$ cat config.mk
export PLATFORM = sky130hd
export DESIGN_NAME = static_search_table_engine
export DESIGN_NICKNAME = d
export VERILOG_FILES = /design/src/hw/rtl/sste_pkg.sv /design/src/hw/rtl/sste_ctrl.sv /design/src/hw/rtl/sste_dp.sv /design/src/hw/rtl/static_search_table_engine.sv
export SDC_FILE = /design/constraint.sdc
export NUM_CORES = 1
export LEC_CHECK = 0
export BUFFER_PORTS_ARGS = -buffer_cell sky130_fd_sc_hd__buf_2
export CAP_MARGIN = 20
export CORE_MARGIN = 5
export CORE_UTILIZATION = 57
export CTS_CLUSTER_DIAMETER = 50
export DETAILED_ROUTE_END_ITERATION = 10
export GPL_TIMING_DRIVEN = 0
export PLACE_DENSITY_LB_ADDON = 0.1
export SLEW_MARGIN = 10
export SYNTH_ARGS = -nofsm -noshare
export SYNTH_HDL_FRONTEND = slang
export SYNTH_SLANG_ARGS = --single-unit
$ cat constraint.sdc
create_clock -name clk -period 4.45 [get_ports clk]
set_clock_uncertainty 0.2 [all_clocks]
set_input_delay 0.445 -clock clk [delete_from_list [all_inputs] [get_ports clk]]
set_output_delay 0.445 -clock clk [all_outputs]
set_load 0.05 [all_outputs]
$ cat src/hw/rtl/sste_pkg.sv
// shared types and codes for the static search table engine
`default_nettype none

package sste_pkg;

  localparam int KeyW = 8;
  localparam int OpW  = 3;

  // request opcodes
  localparam logic [OpW-1:0] OP_CLEAR = 3'd0;
  localparam logic [OpW-1:0] OP_LOAD  = 3'd1;
  localparam logic [OpW-1:0] OP_SORT  = 3'd2;
  localparam logic [OpW-1:0] OP_SEQ   = 3'd3;
  localparam logic [OpW-1:0] OP_BIN   = 3'd4;

  typedef enum logic [3:0] {
    ST_IDLE,
    ST_DISPATCH,
    ST_SEQ_RD,
    ST_SEQ_CMP,
    ST_BIN_RD,
    ST_BIN_CMP,
    ST_SORT_RD_I,
    ST_SORT_LD_I,
    ST_SORT_RD_J,
    ST_SORT_CMP,
    ST_SORT_SW1,
    ST_SORT_SW2,
    ST_FINISH
  } state_t;

  // datapath micro operations
  typedef enum logic [4:0] {
    DP_NONE,
    DP_ACCEPT,
    DP_CLEAR,
    DP_LOAD,
    DP_RES_ZERO,
    DP_SEQ_INIT,
    DP_SEQ_RD,
    DP_SEQ_STEP,
    DP_BIN_INIT,
    DP_BIN_RD,
    DP_BIN_STEP,
    DP_SORT_INIT,
    DP_SORT_RD_I,
    DP_SORT_LD_I,
    DP_SORT_RD_J,
    DP_SORT_CMP,
    DP_SORT_SW1,
    DP_SORT_SW2
  } dp_op_t;

  typedef struct packed {
    dp_op_t op;
    logic   emit;
  } cmd_t;

  typedef struct packed {
    logic [OpW-1:0] opcode;
    logic           seq_done;
    logic           key_hit;
    logic           bin_done;
    logic           sort_skip;
    logic           sort_j_last;
    logic           sort_i_last;
    logic           out_busy;
  } sts_t;

endpackage

`default_nettype wire

$ cat src/hw/rtl/sste_ctrl.sv
// sequencing state machine for the static search table engine
`default_nettype none

module sste_ctrl import sste_pkg::*; (
  input  wire  clk,
  input  wire  rst_n,
  input  wire  in_valid,
  output logic in_ready,
  input  sts_t sts,
  output cmd_t cmd
);

  state_t state_r, state_nxt;

  always_ff @(posedge clk) begin
    if (!rst_n) begin
      state_r <= ST_IDLE;
    end else begin
      state_r <= state_nxt;
    end
  end

  always_comb begin
    state_nxt = state_r;
    unique case (state_r)
      ST_IDLE: begin
        if (in_valid) state_nxt = ST_DISPATCH;
      end
      ST_DISPATCH: begin
        unique case (sts.opcode)
          OP_SEQ:  state_nxt = ST_SEQ_RD;
          OP_BIN:  state_nxt = ST_BIN_RD;
          OP_SORT: state_nxt = sts.sort_skip ? ST_FINISH : ST_SORT_RD_I;
          default: state_nxt = ST_FINISH;
        endcase
      end
      ST_SEQ_RD:    state_nxt = sts.seq_done ? ST_FINISH : ST_SEQ_CMP;
      ST_SEQ_CMP:   state_nxt = sts.key_hit ? ST_FINISH : ST_SEQ_RD;
      ST_BIN_RD:    state_nxt = sts.bin_done ? ST_FINISH : ST_BIN_CMP;
      ST_BIN_CMP:   state_nxt = sts.key_hit ? ST_FINISH : ST_BIN_RD;
      ST_SORT_RD_I: state_nxt = ST_SORT_LD_I;
      ST_SORT_LD_I: state_nxt = ST_SORT_RD_J;
      ST_SORT_RD_J: state_nxt = ST_SORT_CMP;
      ST_SORT_CMP:  state_nxt = sts.sort_j_last ? ST_SORT_SW1 : ST_SORT_RD_J;
      ST_SORT_SW1:  state_nxt = ST_SORT_SW2;
      ST_SORT_SW2:  state_nxt = sts.sort_i_last ? ST_FINISH : ST_SORT_RD_I;
      ST_FINISH: begin
        if (!sts.out_busy) state_nxt = ST_IDLE;
      end
      default:      state_nxt = ST_IDLE;
    endcase
  end

  always_comb begin
    in_ready = 1'b0;
    cmd.op   = DP_NONE;
    cmd.emit = 1'b0;
    unique case (state_r)
      ST_IDLE: begin
        in_ready = rst_n;
        if (in_valid && rst_n) cmd.op = DP_ACCEPT;
      end
      ST_DISPATCH: begin
        unique case (sts.opcode)
          OP_CLEAR: cmd.op = DP_CLEAR;
          OP_LOAD:  cmd.op = DP_LOAD;
          OP_SORT:  cmd.op = DP_SORT_INIT;
          OP_SEQ:   cmd.op = DP_SEQ_INIT;
          OP_BIN:   cmd.op = DP_BIN_INIT;
          default:  cmd.op = DP_RES_ZERO;
        endcase
      end
      ST_SEQ_RD: begin
        if (!sts.seq_done) cmd.op = DP_SEQ_RD;
      end
      ST_SEQ_CMP:   cmd.op = DP_SEQ_STEP;
      ST_BIN_RD: begin
        if (!sts.bin_done) cmd.op = DP_BIN_RD;
      end
      ST_BIN_CMP:   cmd.op = DP_BIN_STEP;
      ST_SORT_RD_I: cmd.op = DP_SORT_RD_I;
      ST_SORT_LD_I: cmd.op = DP_SORT_LD_I;
      ST_SORT_RD_J: cmd.op = DP_SORT_RD_J;
      ST_SORT_CMP:  cmd.op = DP_SORT_CMP;
      ST_SORT_SW1:  cmd.op = DP_SORT_SW1;
      ST_SORT_SW2:  cmd.op = DP_SORT_SW2;
      ST_FINISH:    cmd.emit = !sts.out_busy;
      default:      cmd.op = DP_NONE;
    endcase
  end

  a_emit_when_free: assert property (@(posedge clk) disable iff (!rst_n)
    cmd.emit |-> !sts.out_busy)
    else $error("result emitted into an occupied output register");

  a_accept_dispatch: assert property (@(posedge clk) disable iff (!rst_n)
    in_valid && in_ready |=> state_r == ST_DISPATCH)
    else $error("accepted request not dispatched");

  a_finish_returns: assert property (@(posedge clk) disable iff (!rst_n)
    state_r == ST_FINISH && !sts.out_busy |=> state_r == ST_IDLE)
    else $error("finish did not return to idle");

endmodule

`default_nettype wire

$ cat src/hw/rtl/sste_dp.sv
// key table memory, search and sort registers, result register
`default_nettype none

module sste_dp import sste_pkg::*; #(
  parameter  int TABLE_DEPTH = 64,
  localparam int CW = $clog2(TABLE_DEPTH + 1),
  localparam int AW = $clog2(TABLE_DEPTH),
  localparam int BW = CW + 1
) (
  input  wire                    clk,
  input  wire                    rst_n,
  input  cmd_t                   cmd,
  input  wire        [OpW-1:0]   in_opcode,
  input  wire signed [KeyW-1:0]  in_key_value,
  input  wire                    out_ready,
  output sts_t                   sts,
  output logic                   out_valid,
  output logic       [CW-1:0]    out_position,
  output logic                   out_found,
  output logic                   out_status
);

  logic signed [KeyW-1:0] mem [TABLE_DEPTH];

  logic        [OpW-1:0]  op_r;
  logic signed [KeyW-1:0] key_r;
  logic signed [KeyW-1:0] rdata_r;
  logic        [CW-1:0]   count_r;
  logic        [CW-1:0]   idx_r;
  logic        [BW-1:0]   low_r;
  logic        [BW-1:0]   high_r;
  logic        [CW-1:0]   mid_r;
  logic        [CW-1:0]   i_r;
  logic        [CW-1:0]   j_r;
  logic        [CW-1:0]   k_r;
  logic signed [KeyW-1:0] min_r;
  logic signed [KeyW-1:0] keyi_r;
  logic        [CW-1:0]   res_pos_r;
  logic                   res_found_r;
  logic                   res_status_r;
  logic                   out_valid_r;
  logic        [CW-1:0]   out_position_r;
  logic                   out_found_r;
  logic                   out_status_r;

  logic                   full;
  logic                   key_hit;
  logic        [BW-1:0]   mid_w;
  logic        [AW-1:0]   rd_addr;
  logic                   we;
  logic        [AW-1:0]   wr_addr;
  logic signed [KeyW-1:0] wr_data;

  assign full    = count_r == CW'(TABLE_DEPTH);
  assign key_hit = key_r == rdata_r;
  assign mid_w   = low_r + ((high_r - low_r) >> 1);

  always_comb begin
    case (cmd.op)
      DP_SEQ_RD:    rd_addr = AW'(idx_r - CW'(1));
      DP_BIN_RD:    rd_addr = AW'(mid_w - BW'(1));
      DP_SORT_RD_I: rd_addr = AW'(i_r - CW'(1));
      DP_SORT_RD_J: rd_addr = AW'(j_r - CW'(1));
      default:      rd_addr = '0;
    endcase
  end

  always_comb begin
    we      = 1'b0;
    wr_addr = '0;
    wr_data = key_r;
    case (cmd.op)
      DP_LOAD: begin
        we      = !full;
        wr_addr = AW'(count_r);
        wr_data = key_r;
      end
      DP_SORT_SW1: begin
        we      = 1'b1;
        wr_addr = AW'(k_r - CW'(1));
        wr_data = keyi_r;
      end
      DP_SORT_SW2: begin
        we      = 1'b1;
        wr_addr = AW'(i_r - CW'(1));
        wr_data = min_r;
      end
      default: we = 1'b0;
    endcase
  end

  always_ff @(posedge clk) begin
    if (we) mem[wr_addr] <= wr_data;
    rdata_r <= mem[rd_addr];
  end

  // control state
  always_ff @(posedge clk) begin
    if (!rst_n) begin
      count_r     <= '0;
      out_valid_r <= 1'b0;
    end else begin
      if (cmd.op == DP_CLEAR) begin
        count_r <= '0;
      end else if (cmd.op == DP_LOAD && !full) begin
        count_r <= count_r + CW'(1);
      end
      if (cmd.emit) begin
        out_valid_r <= 1'b1;
      end else if (out_ready) begin
        out_valid_r <= 1'b0;
      end
    end
  end

  // working and result registers
  always_ff @(posedge clk) begin
    case (cmd.op)
      DP_ACCEPT: begin
        op_r  <= in_opcode;
        key_r <= in_key_value;
      end
      DP_CLEAR, DP_RES_ZERO: begin
        res_pos_r    <= '0;
        res_found_r  <= 1'b0;
        res_status_r <= 1'b0;
      end
      DP_LOAD: begin
        res_pos_r    <= full ? '0 : count_r + CW'(1);
        res_found_r  <= 1'b0;
        res_status_r <= full;
      end
      DP_SEQ_INIT: begin
        idx_r        <= count_r;
        res_pos_r    <= '0;
        res_found_r  <= 1'b0;
        res_status_r <= 1'b0;
      end
      DP_SEQ_STEP: begin
        if (key_hit) begin
          res_pos_r   <= idx_r;
          res_found_r <= 1'b1;
        end else begin
          idx_r <= idx_r - CW'(1);
        end
      end
      DP_BIN_INIT: begin
        low_r        <= BW'(1);
        high_r       <= {1'b0, count_r};
        res_pos_r    <= '0;
        res_found_r  <= 1'b0;
        res_status_r <= 1'b0;
      end
      DP_BIN_RD: mid_r <= CW'(mid_w);
      DP_BIN_STEP: begin
        if (key_hit) begin
          res_pos_r   <= mid_r;
          res_found_r <= 1'b1;
        end else if (key_r < rdata_r) begin
          high_r <= {1'b0, mid_r} - BW'(1);
        end else begin
          low_r <= {1'b0, mid_r} + BW'(1);
        end
      end
      DP_SORT_INIT: begin
        i_r          <= CW'(1);
        res_pos_r    <= '0;
        res_found_r  <= 1'b0;
        res_status_r <= 1'b0;
      end
      DP_SORT_LD_I: begin
        min_r  <= rdata_r;
        keyi_r <= rdata_r;
        k_r    <= i_r;
        j_r    <= i_r + CW'(1);
      end
      DP_SORT_CMP: begin
        if (rdata_r < min_r) begin
          min_r <= rdata_r;
          k_r   <= j_r;
        end
        if (j_r != count_r) j_r <= j_r + CW'(1);
      end
      DP_SORT_SW2: i_r <= i_r + CW'(1);
      default: ;
    endcase
    if (cmd.emit) begin
      out_position_r <= res_pos_r;
      out_found_r    <= res_found_r;
      out_status_r   <= res_status_r;
    end
  end

  always_comb begin
    sts.opcode      = op_r;
    sts.seq_done    = idx_r == '0;
    sts.key_hit     = key_hit;
    sts.bin_done    = low_r > high_r;
    sts.sort_skip   = count_r < CW'(2);
    sts.sort_j_last = j_r == count_r;
    sts.sort_i_last = (i_r + CW'(1)) == count_r;
    sts.out_busy    = out_valid_r && !out_ready;
  end

  assign out_valid    = out_valid_r;
  assign out_position = out_position_r;
  assign out_found    = out_found_r;
  assign out_status   = out_status_r;

  a_count_bound: assert property (@(posedge clk) disable iff (!rst_n)
    count_r <= CW'(TABLE_DEPTH))
    else $error("entry count beyond table depth");

  a_found_pos: assert property (@(posedge clk) disable iff (!rst_n)
    out_valid_r && out_found_r |-> out_position_r != '0)
    else $error("hit reported at position zero");

  a_full_result: assert property (@(posedge clk) disable iff (!rst_n)
    out_valid_r && out_status_r |-> out_position_r == '0 && !out_found_r)
    else $error("ignored load reported a position");

endmodule

`default_nettype wire

$ cat src/hw/rtl/static_search_table_engine.sv
// top level of the static search table engine
`default_nettype none

// Keeps up to TABLE_DEPTH signed 8-bit keys in positions 1..count and runs
// one request at a time: clear, load (append), sort ascending, sequential
// search (highest matching position) or binary search (first probe that
// matches). Every request gives exactly one result. All table traffic goes
// through a single memory with one write and one registered read port, and
// that port sets the timing: each table read is split into an address step
// and a compare step. Clear, load and unused opcodes go straight from
// dispatch to the result; sequential search scans down from the last entry
// until it hits or runs out of entries; binary search probes until it hits
// or its range is empty; sort is a selection sort with an outer pass for
// every position but the last and a compare per remaining entry, skipped
// for fewer than two entries. The result sits in an output register, so a
// new request is taken while the last result still waits; its result then
// waits for the register to drain. There is no clearing pass after reset:
// the table reads only entries that a load wrote, and only the entry count
// and the output valid flag are reset.

module static_search_table_engine import sste_pkg::*; #(
  parameter  int TABLE_DEPTH = 64,
  localparam int CW = $clog2(TABLE_DEPTH + 1)
) (
  input  wire                   clk,
  input  wire                   rst_n,
  // request channel
  input  wire                   in_valid,
  output logic                  in_ready,
  input  wire       [OpW-1:0]   in_opcode,
  input  wire signed [KeyW-1:0] in_key_value,
  // result channel
  output logic                  out_valid,
  input  wire                   out_ready,
  output logic      [CW-1:0]    out_position,
  output logic                  out_found,
  output logic                  out_status
);

  // command and status between sequencer and datapath
  cmd_t cmd;
  sts_t sts;

  // sequencer: one request at a time, steps the table walks
  sste_ctrl u_ctrl (
    .clk      (clk),
    .rst_n    (rst_n),
    .in_valid (in_valid),
    .in_ready (in_ready),
    .sts      (sts),
    .cmd      (cmd)
  );

  // datapath: key memory, counters, compare logic and output register
  sste_dp #(
    .TABLE_DEPTH (TABLE_DEPTH)
  ) u_dp (
    .clk          (clk),
    .rst_n        (rst_n),
    .cmd          (cmd),
    .in_opcode    (in_opcode),
    .in_key_value (in_key_value),
    .out_ready    (out_ready),
    .sts          (sts),
    .out_valid    (out_valid),
    .out_position (out_position),
    .out_found    (out_found),
    .out_status   (out_status)
  );

endmodule

`default_nettype wire
# Word-level counts from Yosys, hierarchy flattened
# Memory sizes are Yosys's and may differ from the RTL's. A register that Yosys moved wholly into a read port is not among the register bits.
# Index checks and enable logic that the tools add are counted.
word_totals:
  ram_bits: 512
  inputBits: 15
  register_bits: 107
  wordCells: 165
  memories: 1
mem_list:
  columns: ["name", "words", "word_bits", "rd", "rd_clocked_by_memory_dff", "wr", "line_no", "source"]
  rows:
  - ["u_dp.mem", 64, 8, 1, 1, 1, "sste_dp.sv:23", "logic signed [KeyW-1:0] mem [TABLE_DEPTH];"]
classes:
  n_reduce_logical: 30
  bitwise: 1
  n_addsub: 12
  muxes: 48
  eq_ne: 49
  magnitude_cmp: 4
op_table:
  columns: ["cell", "n"]
  rows:
  - ["one-hot mux 8 bit (2 select lines)", 4]
  - ["one-hot mux 5 bit (12 select lines)", 1]
  - ["one-hot mux 4 bit (13 select lines)", 1]
  - ["one-hot mux 7 bit (2 select lines)", 3]
  - ["equality test 5 x 4 -> 1 bit, second input constant", 8]
  - ["two-way mux 8 bit", 5]
  - ["two-way mux 4 bit", 9]
  - ["two-way mux 7 bit", 5]
  - ["one-hot mux 7 bit (4 select lines)", 1]
  - ["one-hot mux 6 bit (4 select lines)", 1]
  - ["subtractor 6 x 1 -> 6 bit, second input constant", 4]
  - ["adder 7 x 1 -> 7 bit, second input constant", 3]
  - ["equality test 4 bit, second input constant", 5]
  - ["equality test 5 x 3 -> 1 bit, second input constant", 4]
  - ["one-hot mux 4 bit (5 select lines)", 1]
  - ["one-hot mux 6 bit (3 select lines)", 1]
  - ["equality test 4 x 3 -> 1 bit, second input constant", 4]
  - ["< comparator 8 bit", 2]
  - ["equality test 7 bit", 2]
  - ["nonzero test 2 bit", 7]
  - ["inequality test 2 x 1 -> 1 bit, second input constant", 6]
  - ["one-hot mux 4 bit (3 select lines)", 1]
  - ["one-hot mux 6 bit (2 select lines)", 1]
  - ["equality test 5 x 2 -> 1 bit, second input constant", 2]
  - ["35 further kinds", 63]

# Longest topological paths before layout
# Gate-level depths: netlist of run 1.
depth:
  depth_word: 8
  mapped_depth: 19
  mapped_depth_nobuf: 18

# Modules after synthesis
# Synthesis of run 1 repeated with hierarchy kept, for this count alone.
hier_totals:
  hier_cells: 1872
  hier_area_um2: 28270.9
modules_own_cells:
  columns: ["mod", "cells_each", "n_inst", "area_per_inst_um2"]
  rows:
  - ["sste_dp", 1793, 1, 27726.6]
  - ["sste_ctrl", 79, 1, 544.3]

# Worst setup path before layout of run 1
# Ideal clock, no wire load.
synth_path:
  path_type: "register -> register"
  from: "reg u_ctrl.state_r[0]"
  to: "mem u_dp.mem[0][0], data pin"
  stages_incl_launch_ff: 6
  required_time_ps: 3548
  arrival_time_ps: 3953
  slack_ps: -405
  setup_ps: 702
  path_cell_list: "dfxtp_1 > buf_2 > clkbuf_1 > buf_1 > mux2i_1 > o21ai_0"
synth_via:
  elab_chain_cells: 4
  word_cells_on_any_way: 16
  classes_between: "13 x eq/ne; 2 x mux; 1 x reduce/logical"
synth_lines:
  columns: ["item", "line_no", "source"]
  rows:
  - ["from (decl)", "sste_ctrl.sv:13", "state_t state_r, state_nxt;"]
  - ["from (signal assigned)", "sste_ctrl.sv:19", "state_r <= state_nxt;"]
  - ["equality test 4 bit, or another cell as far along", "sste_ctrl.sv:58", "unique case (state_r)"]
  - ["one-hot mux 5 bit (12 select lines) *", "sste_ctrl.sv:58", null]
  - ["equality test 5 bit", "sste_dp.sv:72", "case (cmd.op)"]
  - ["one-hot mux 8 bit (2 select lines) *", "sste_dp.sv:72", null]
  - ["named net u_dp.wr_data[0]", "sste_dp.sv:52", "logic signed [KeyW-1:0] wr_data;"]
  - ["to (decl)", "sste_dp.sv:23", null]
# Mark *: on every way through the listed nets, which the timed path passes. The rest lies on a longest branch.

# Worst setup path after layout of run 1
layout_path:
  from: "reg u_dp.high_r[0]"
  to: "reg u_dp.rdata_r[3], read port of u_dp.mem"
layout_via:
  word_cells_on_any_way: 11
  classes_between: "3 x add/sub; 1 x order compare; 4 x eq/ne; 3 x mux"
layout_rtl:
  columns: ["item", "line_no", "source"]
  rows:
  - ["from (decl)", "sste_dp.sv:31", "logic [BW-1:0] high_r;"]
  - ["from (signal assigned)", "sste_dp.sv:149", "high_r <= {1'b0, count_r};"]
  - ["from (signal assigned)", "sste_dp.sv:160", "high_r <= {1'b0, mid_r} - BW'(1);"]
  - ["subtractor 8 bit", "sste_dp.sv:56", "assign mid_w = low_r + ((high_r - low_r) >> 1);"]
  - ["adder 7 bit", "sste_dp.sv:56", null]
  - ["named net u_dp.mid_w[1]", "sste_dp.sv:48", "logic [BW-1:0] mid_w;"]
  - ["subtractor 6 x 1 -> 6 bit", "sste_dp.sv:61", "DP_BIN_RD: rd_addr = AW'(mid_w - BW'(1));"]
  - ["one-hot mux 6 bit (4 select lines)", "sste_dp.sv:59", "case (cmd.op)"]
  - ["to (decl)", "sste_dp.sv:27", "logic signed [KeyW-1:0] rdata_r;"]
# The timed path passes the listed nets, and every way through them passes these cells.
# A chain may end at the register's enable or synchronous reset.

==> impl_metrics.json, run 1 <==
{
  "port_buffers": 25,
  "worst_pin_slew_ns": 1.03,
  "met3_usage": 0.0647,
  "async_reset_ff_frac": 0,
  "yosys.area_share.simple": 0.153,
  "synth_edf_count": 607,
  "min_period_over_period": 1.01,
  "setup_viol": 7,
  "ys_types": 88,
  "drtPass1Iterations": 6,
  "layout_commonest_cell": "edfxtp_1",
  "ant_nets": 0,
  "cts_tree": "built",
  "p_int_mw": 14.3,
  "synth_compound_area_frac": 0.0965,
  "placed_area_um2": 29700,
  "outcome": "complete, but fails checks",
  "die_width_um": 232,
  "diodes": 0,
  "clock_latency_ns": 0.62,
  "mostFrequentLayoutCells": "edfxtp_1 (607), nand2_1 (424), nand3_1 (184)",
  "worst_setup_path_end_kind": "flop",
  "drive_gt1_frac": 0.215,
  "syn_inst": 2307,
  "initial_core_util": 0.576,
  "rsz0062_at_grt": "true",
  "grt_busiest_layer": "met2",
  "core-area_um2": 49000,
  "grt_max_degree": 43,
  "io_pins": 26,
  "power_frac_clock": 0.242,
  "crit_fanout": 5,
  "violations": "setup timing",
  "p_seq_frac": 0.305,
  "via_count": 20642,
  "syn_to_final_growth_pct": 23.4,
  "reg2reg_from": "u_dp.high_r[0]",
  "hold_viol_final": 0,
  "die_area_um2": 54000,
  "critPathKind": "flop to flop",
  "crit_arrival_ns": 4.78,
  "slew_headroom": 0.315,
  "avgRoutedWirePerCell_um": 26.5,
  "cts_sinks": 627,
  "cp.required_ns": 4.74,
  "switching_share": 0.391,
  "nets": 2568,
  "fmaxAchievable_mhz": 222,
  "syn_avg_cell_area_um2": 12.2,
  "vdd_ir_drop_max_mv": 0.539,
  "grt_pass1_wl_um": 124000,
  "ys.flop_type": "edfxtp_1",
  "fin_area_um2": 34800,
  "hold_depth": 0,
  "reg2reg_depth": 15,
  "worstHoldStart": "u_dp.res_pos_r[1]",
  "worst_slack_ns": -0.0449,
  "p_sw_mw": 9.18,
  "gr-total-overflow": 0,
  "yosysWarnings": 0,
  "use_met2": 0.521,
  "n_fill_cell": 3279,
  "min_to": "u_dp.out_position[1]",
  "yosys.area_share.adder": 0.0186,
  "grtUsageTotal": 0.309,
  "path_clk_slew_ns": 0.06,
  "syn-cell-area_um2": 28200,
  "drv_cap": 0,
  "h-tree-depth": 3,
  "antenna_found_initial": 0,
  "synth_nets": 2362,
  "drt-total-wl_um": 85700,
  "crit_start": "u_dp.high_r[0]",
  "combPwrFrac": 0.453,
  "synthMuxAreaShare": 0.0191,
  "synth_xor_area_frac": 0.0221,
  "whs_ns": 0.220,
  "die_height_um": 232,
  "post_drt_via_cell_ratio": 6.39,
  "rows": 81,
  "pwr_density_cell_nw_per_um2": 675,
  "ff2ff_setup_slack_ns": -0.04,
  "gp_congestion": 0.937,
  "post-dp-hpwl_um": 55600,
  "drt-initial-drc-count": 2644,
  "drcViolationCount": 0,
  "synth.yosys.seq_area_share": 0.661,
  "holdCritPathClass": "flop to flop",
  "power_mw": 23.5,
  "start_kind": "flop",
  "cts_made_buffers": 70,
  "grt_pass1_vias": 19836,
  "rr_endpoint": "u_dp.rdata_r[3]",
  "power.leakage_nw": 12.0,
  "root_buffer": "clkbuf_16",
  "synth-seq-cells": 627,
  "globalRouteMet1Util": 0.393,
  "maxSlewViolCount": 0,
  "clk_path_buf_depth": 3,
  "final.min_clock_period_ns": 4.49,
  "synth_top_family_by_area": "simple AND/OR/NAND/NOR gates"
}
state kept, by name (all words and copies together), names as in the netlist, 3 cells and up:
register and cells:
u_dp.i_r 7, u_dp.k_r 6, u_dp.idx_r 7, u_dp.op_r 3
u_ctrl.state_r 4, u_dp.high_r 8, u_dp.mem 512, u_dp.res_pos_r 7
u_dp.key_r 8, u_dp.j_r 7, u_dp.out_position 7, u_dp.mid_r 7
u_dp.keyi_r 8, u_dp.count_r 7, u_dp.rdata_r 8, u_dp.low_r 8
u_dp.min_r 8
power groups by stage:
stage / logic (mW) / clock network, mW / registers [mW]
detailed placement: 7.74 / 0 / 7.28
finish: 10.6 / 5.68 / 7.15
floorplan: 4.95 / 0 / 7.26
CTS: 8.84 / 5.68 / 7.16
global placement: 7.46 / 0 / 7.33
global route: 11.1 / 5.98 / 7.17
how the worst max path moves through the flow:
stage,cells past startpoint,endpoint,slack (ns)
6_report,15,u_dp.rdata_r[3],-0.04
5_1_grt,18,u_dp.rdata_r[7],-0.13
4_1_cts,12,u_dp.mem[34][2],-0.07
3_5_place_dp,14,u_dp.rdata_r[4],-1.15
3_3_place_gp,6,u_dp.mem[0][1],-2.71
2_1_floorplan,14,u_dp.rdata_r[6],0.43
logic make-up (layout without fill, tap and decap cells):
family,Yosys count,after routing
adder cells (fa/ha/maj),41,41
buffers and inverters,191,450
flip-flops,627,627
AO/OA/AOI/OAI,394,396
multiplexers,53,53
AND/OR/NAND/NOR,930,930
XOR/XNOR,71,71
worst max-delay path, cell delays in order, from the launching register on:
cell and delay, ns:
edfxtp_1 0.41, nand2b_4 0.17, fa_2 0.47, ha_4 0.19, fa_2 0.60, mux2i_1 0.10, ha_2 0.26, xor2_1 0.16
a21oi_2 0.29, o221ai_4 0.27, buf_6 0.22, nor2_1 0.16, a32oi_2 0.11, a41o_1 0.24, a21o_1 0.22, o211a_4 0.30
routing by layer:
layer,vias to the layer above,share of wire
li1,9029,-
met1,10160,0.37
met2,1168,0.49
met3,285,0.086
met4,0,0.050
met5,-,0
final cells by class:
class | count | area, um2 | share of cell area
Multi-Input combinational cell | 1491 | 10300 | 0.296
Inverter | 43 | 166 | 0.00478
Timing Repair Buffer | 136 | 1630 | 0.0469
Clock buffer | 84 | 1870 | 0.0537
Clock inverter | 43 | 382 | 0.0110
Buffer | 144 | 970 | 0.0279
Tap cell | 664 | 831 | 0.0239
Sequential cell | 627 | 18600 | 0.536
Yosys cell counts, drive strengths merged, types with 9 or more instances:
cell / instances / area [um2]
a2111oi: 14 / 148
a211oi: 38 / 303
a21oi: 92 / 468
a22oi: 10 / 75.1
a31oi: 21 / 146
a32oi: 29 / 254
and3: 40 / 250
buf: 74 / 399
clkbuf: 74 / 278
dfxtp: 20 / 400
edfxtp: 607 / 18200
ha: 38 / 475
inv: 42 / 158
mux2i: 47 / 470
nand2: 433 / 1630
nand2b: 22 / 145
nand3: 188 / 941
nand4: 11 / 68.8
nand4b: 25 / 219
nor2: 136 / 526
nor2b: 14 / 87.6
nor3: 18 / 106
o211ai: 31 / 238
o21a: 15 / 113
o21ai: 71 / 359
o221ai: 9 / 85.1
o22ai: 9 / 56.3
xnor2: 38 / 333
xor2: 33 / 289
stage by stage:
stage | util | setup TNS [ns] | setup slack [ns] | cells
after floorplan | - | 0 | 0.432 | 2307
after global placement | 0.595 | -1504.01 | -2.71 | 2996
after detailed placement | 0.606 | -415.50 | -1.15 | 3015
after CTS | 0.688 | -1.18 | -0.0716 | 3186
after global routing | 0.710 | -1.76 | -0.134 | 3232
final | 0.710 | -0.132 | -0.0449 | 3232
what timing repair did:
action	4_1_cts	5_1_grt
pin swaps	39	49
cloned	0	4
hold endpoints to repair	16	0
endpoints found under the setup margin	520	504
buffers inserted	33	42
hold buffers	14	0
gates resized for setup	299	132
(Power assumes the default switching activity.)
==> inputs of run 2 (changes only) <==
Settings changed: CORE_MARGIN 5 to unset, PLACE_DENSITY set to 0.8, PLACE_DENSITY_LB_ADDON 0.1 to unset.
==> impl_metrics.json, run 2 (same netlist as run 1, synthesis figures left out) <==
{
  "mostFrequentLayoutCells": "edfxtp_1 (607), nand2_1 (425), nand3_1 (181)",
  "outcome": "complete, but fails checks",
  "regMostFlops": "u_dp.mem",
  "diodes": 0,
  "n_fill_cell": 3014,
  "port_buffers": 25,
  "rsz0062_at_grt": "true",
  "slew_headroom": 0.333,
  "initial_core_util": 0.577,
  "post_drt_via_cell_ratio": 6.79,
  "core-area_um2": 48800,
  "grt_pass1_wl_um": 126000,
  "cts_sinks": 627,
  "slowest_stage": "fa_2",
  "clock_latency_ns": 0.63,
  "fmaxAchievable_mhz": 218,
  "final_core_util": 0.698,
  "min_period_over_period": 1.03,
  "die_area_um2": 50300,
  "clk_path_buf_depth": 3,
  "avgRoutedWirePerCell_um": 27.7,
  "cp.required_ns": 4.79,
  "holdCritPathClass": "primary input to flop",
  "post-dp-hpwl_um": 53700,
  "crit_fanout": 7,
  "layout_commonest_cell": "edfxtp_1",
  "violations": "setup timing",
  "hold_depth": 3,
  "drtPass1Iterations": 8,
  "grtUsageTotal": 0.340,
  "reg2reg_depth": 16,
  "via_count": 21669,
  "whs_ns": 0.0139,
  "worst_pin_slew_ns": 0.997,
  "gp_congestion": 0.968,
  "largest_reg_flops": 512,
  "drt-initial-drc-count": 3338,
  "path_clk_slew_ns": 0.07,
  "final.min_clock_period_ns": 4.58,
  "cts_made_buffers": 68,
  "antenna_found_initial": 5,
  "placed_area_um2": 29600,
  "die_height_um": 224,
  "rows": 81,
  "power.leakage_nw": 11.7,
  "pwr_density_cell_nw_per_um2": 682,
  "maxSlewViolCount": 0,
  "gr-total-overflow": 0,
  "max_stage_delay_ns": 0.42,
  "start_kind": "flop",
  "crit_top_cell": "nand2b_4",
  "die_width_um": 224,
  "fin_area_um2": 34100,
  "drt-total-wl_um": 88400,
  "drcViolationCount": 0,
  "nets": 2534,
  "worst_setup_path_end_kind": "flop",
  "hold_viol_final": 0,
  "critPathKind": "flop to flop",
  "syn_to_final_growth_pct": 21.0,
  "cts_tree": "built",
  "h-tree-depth": 3,
  "io_pins": 26,
  "ant_nets": 0,
  "worstPathCellList": "nand2b_4 -> fa_2 -> a211oi_4 -> o21ai_2 -> xor2_2 -> ha_4 -> and3b_2 -> a21oi_2 -> nand4b_1 -> a311o_1 -> a31oi_4 -> nand2b_4 -> buf_4 -> a2111oi_4 -> a41oi_4 -> o211a_1",
  "drive_gt1_frac": 0.202,
  "root_buffer": "clkbuf_16",
  "vdd_ir_drop_max_mv": 0.491,
  "worst_slack_ns": -0.130,
  "crit_arrival_ns": 4.92,
  "drv_cap": 0,
  "grt_max_degree": 37,
  "grt_pass1_vias": 20932,
  "setup_viol": 8
}
run 2: changes by cell type in the layout (fill, tap and decap cells not counted), sizes merged:
cell,before,now
buf,192,165
bufinv,5,0
clkbuf,158,153
clkinv,30,35
clkinvlp,6,1
dlygate4sd3,14,13
inv,45,46
o21ai,72,71
o221ai,10,9
run 2: worst max-delay path, delay by kind of cell (launching register included):
family	cells	cell delay [ns]
compound gates	8	1.95
flops	1	0.37
xor+xnor	1	0.19
simple gates	4	0.89
buf+inv	1	0.16
fa+ha+maj	2	0.74
run 2: metrics by stage:
stage	instances	setup TNS (ns)	power [mW]	setup WS, ns
3_5_place_dp	3014	-376.83	14.9	-1.08
2_1_floorplan	2307	0	12.2	0.432
5_1_grt	3193	-1.97	23.8	-0.208
4_1_cts	3164	0	21.4	0.0419
6_report	3193	-0.744	23.3	-0.130
3_3_place_gp	2996	-1345.96	14.6	-2.33
run 2: layout make-up:
cell class,instances,area [um2],area share
Timing Repair Buffer,106,1170,0.0343
Clock inverter,39,283,0.00829
Tap cell,664,831,0.0244
Clock buffer,81,1810,0.0532
Sequential cell,627,18600,0.546
Multi-Input combinational cell,1489,10300,0.301
Buffer,144,933,0.0274
Inverter,43,169,0.00495
run 2: final timing paths:
kind	slack (ns)	from	endpoint
setup / recovery	-0.13	u_dp.high_r[0]	u_dp.rdata_r[0]
hold / removal	0.01	in_valid	u_ctrl.state_r[0]
setup reg to reg	-0.13	u_dp.high_r[0]	u_dp.rdata_r[0]
hold reg to reg	0.22	u_dp.res_pos_r[5]	u_dp.out_position[5]
run 2: power by group:
| part | internal [mW] | switching (mW) | leakage (nW) | total [mW] |
|---|---|---|---|---|
| clock network | 2.95 | 2.42 | 1.03 | 5.36 |
| registers | 7.00 | 0.155 | 5.63 | 7.15 |
| logic | 3.91 | 6.84 | 5.01 | 10.7 |
run 2: what timing repair did:
item,4_1_cts,5_1_grt
gates resized for setup,304,126
buffers inserted,21,27
cloned,0,2
hold buffers,13,0
pin swaps,21,50
setup endpoints to repair,520,366
hold endpoints to repair,16,0
run 2: layer usage:
metal  global-route usage  vias up  share of wire
li1                     -     8935              -
met1                0.409    10310           0.33
met2                0.545     1921           0.47
met3               0.0913      493           0.13
met4                0.217       10          0.074
met5                    0        -         0.0011
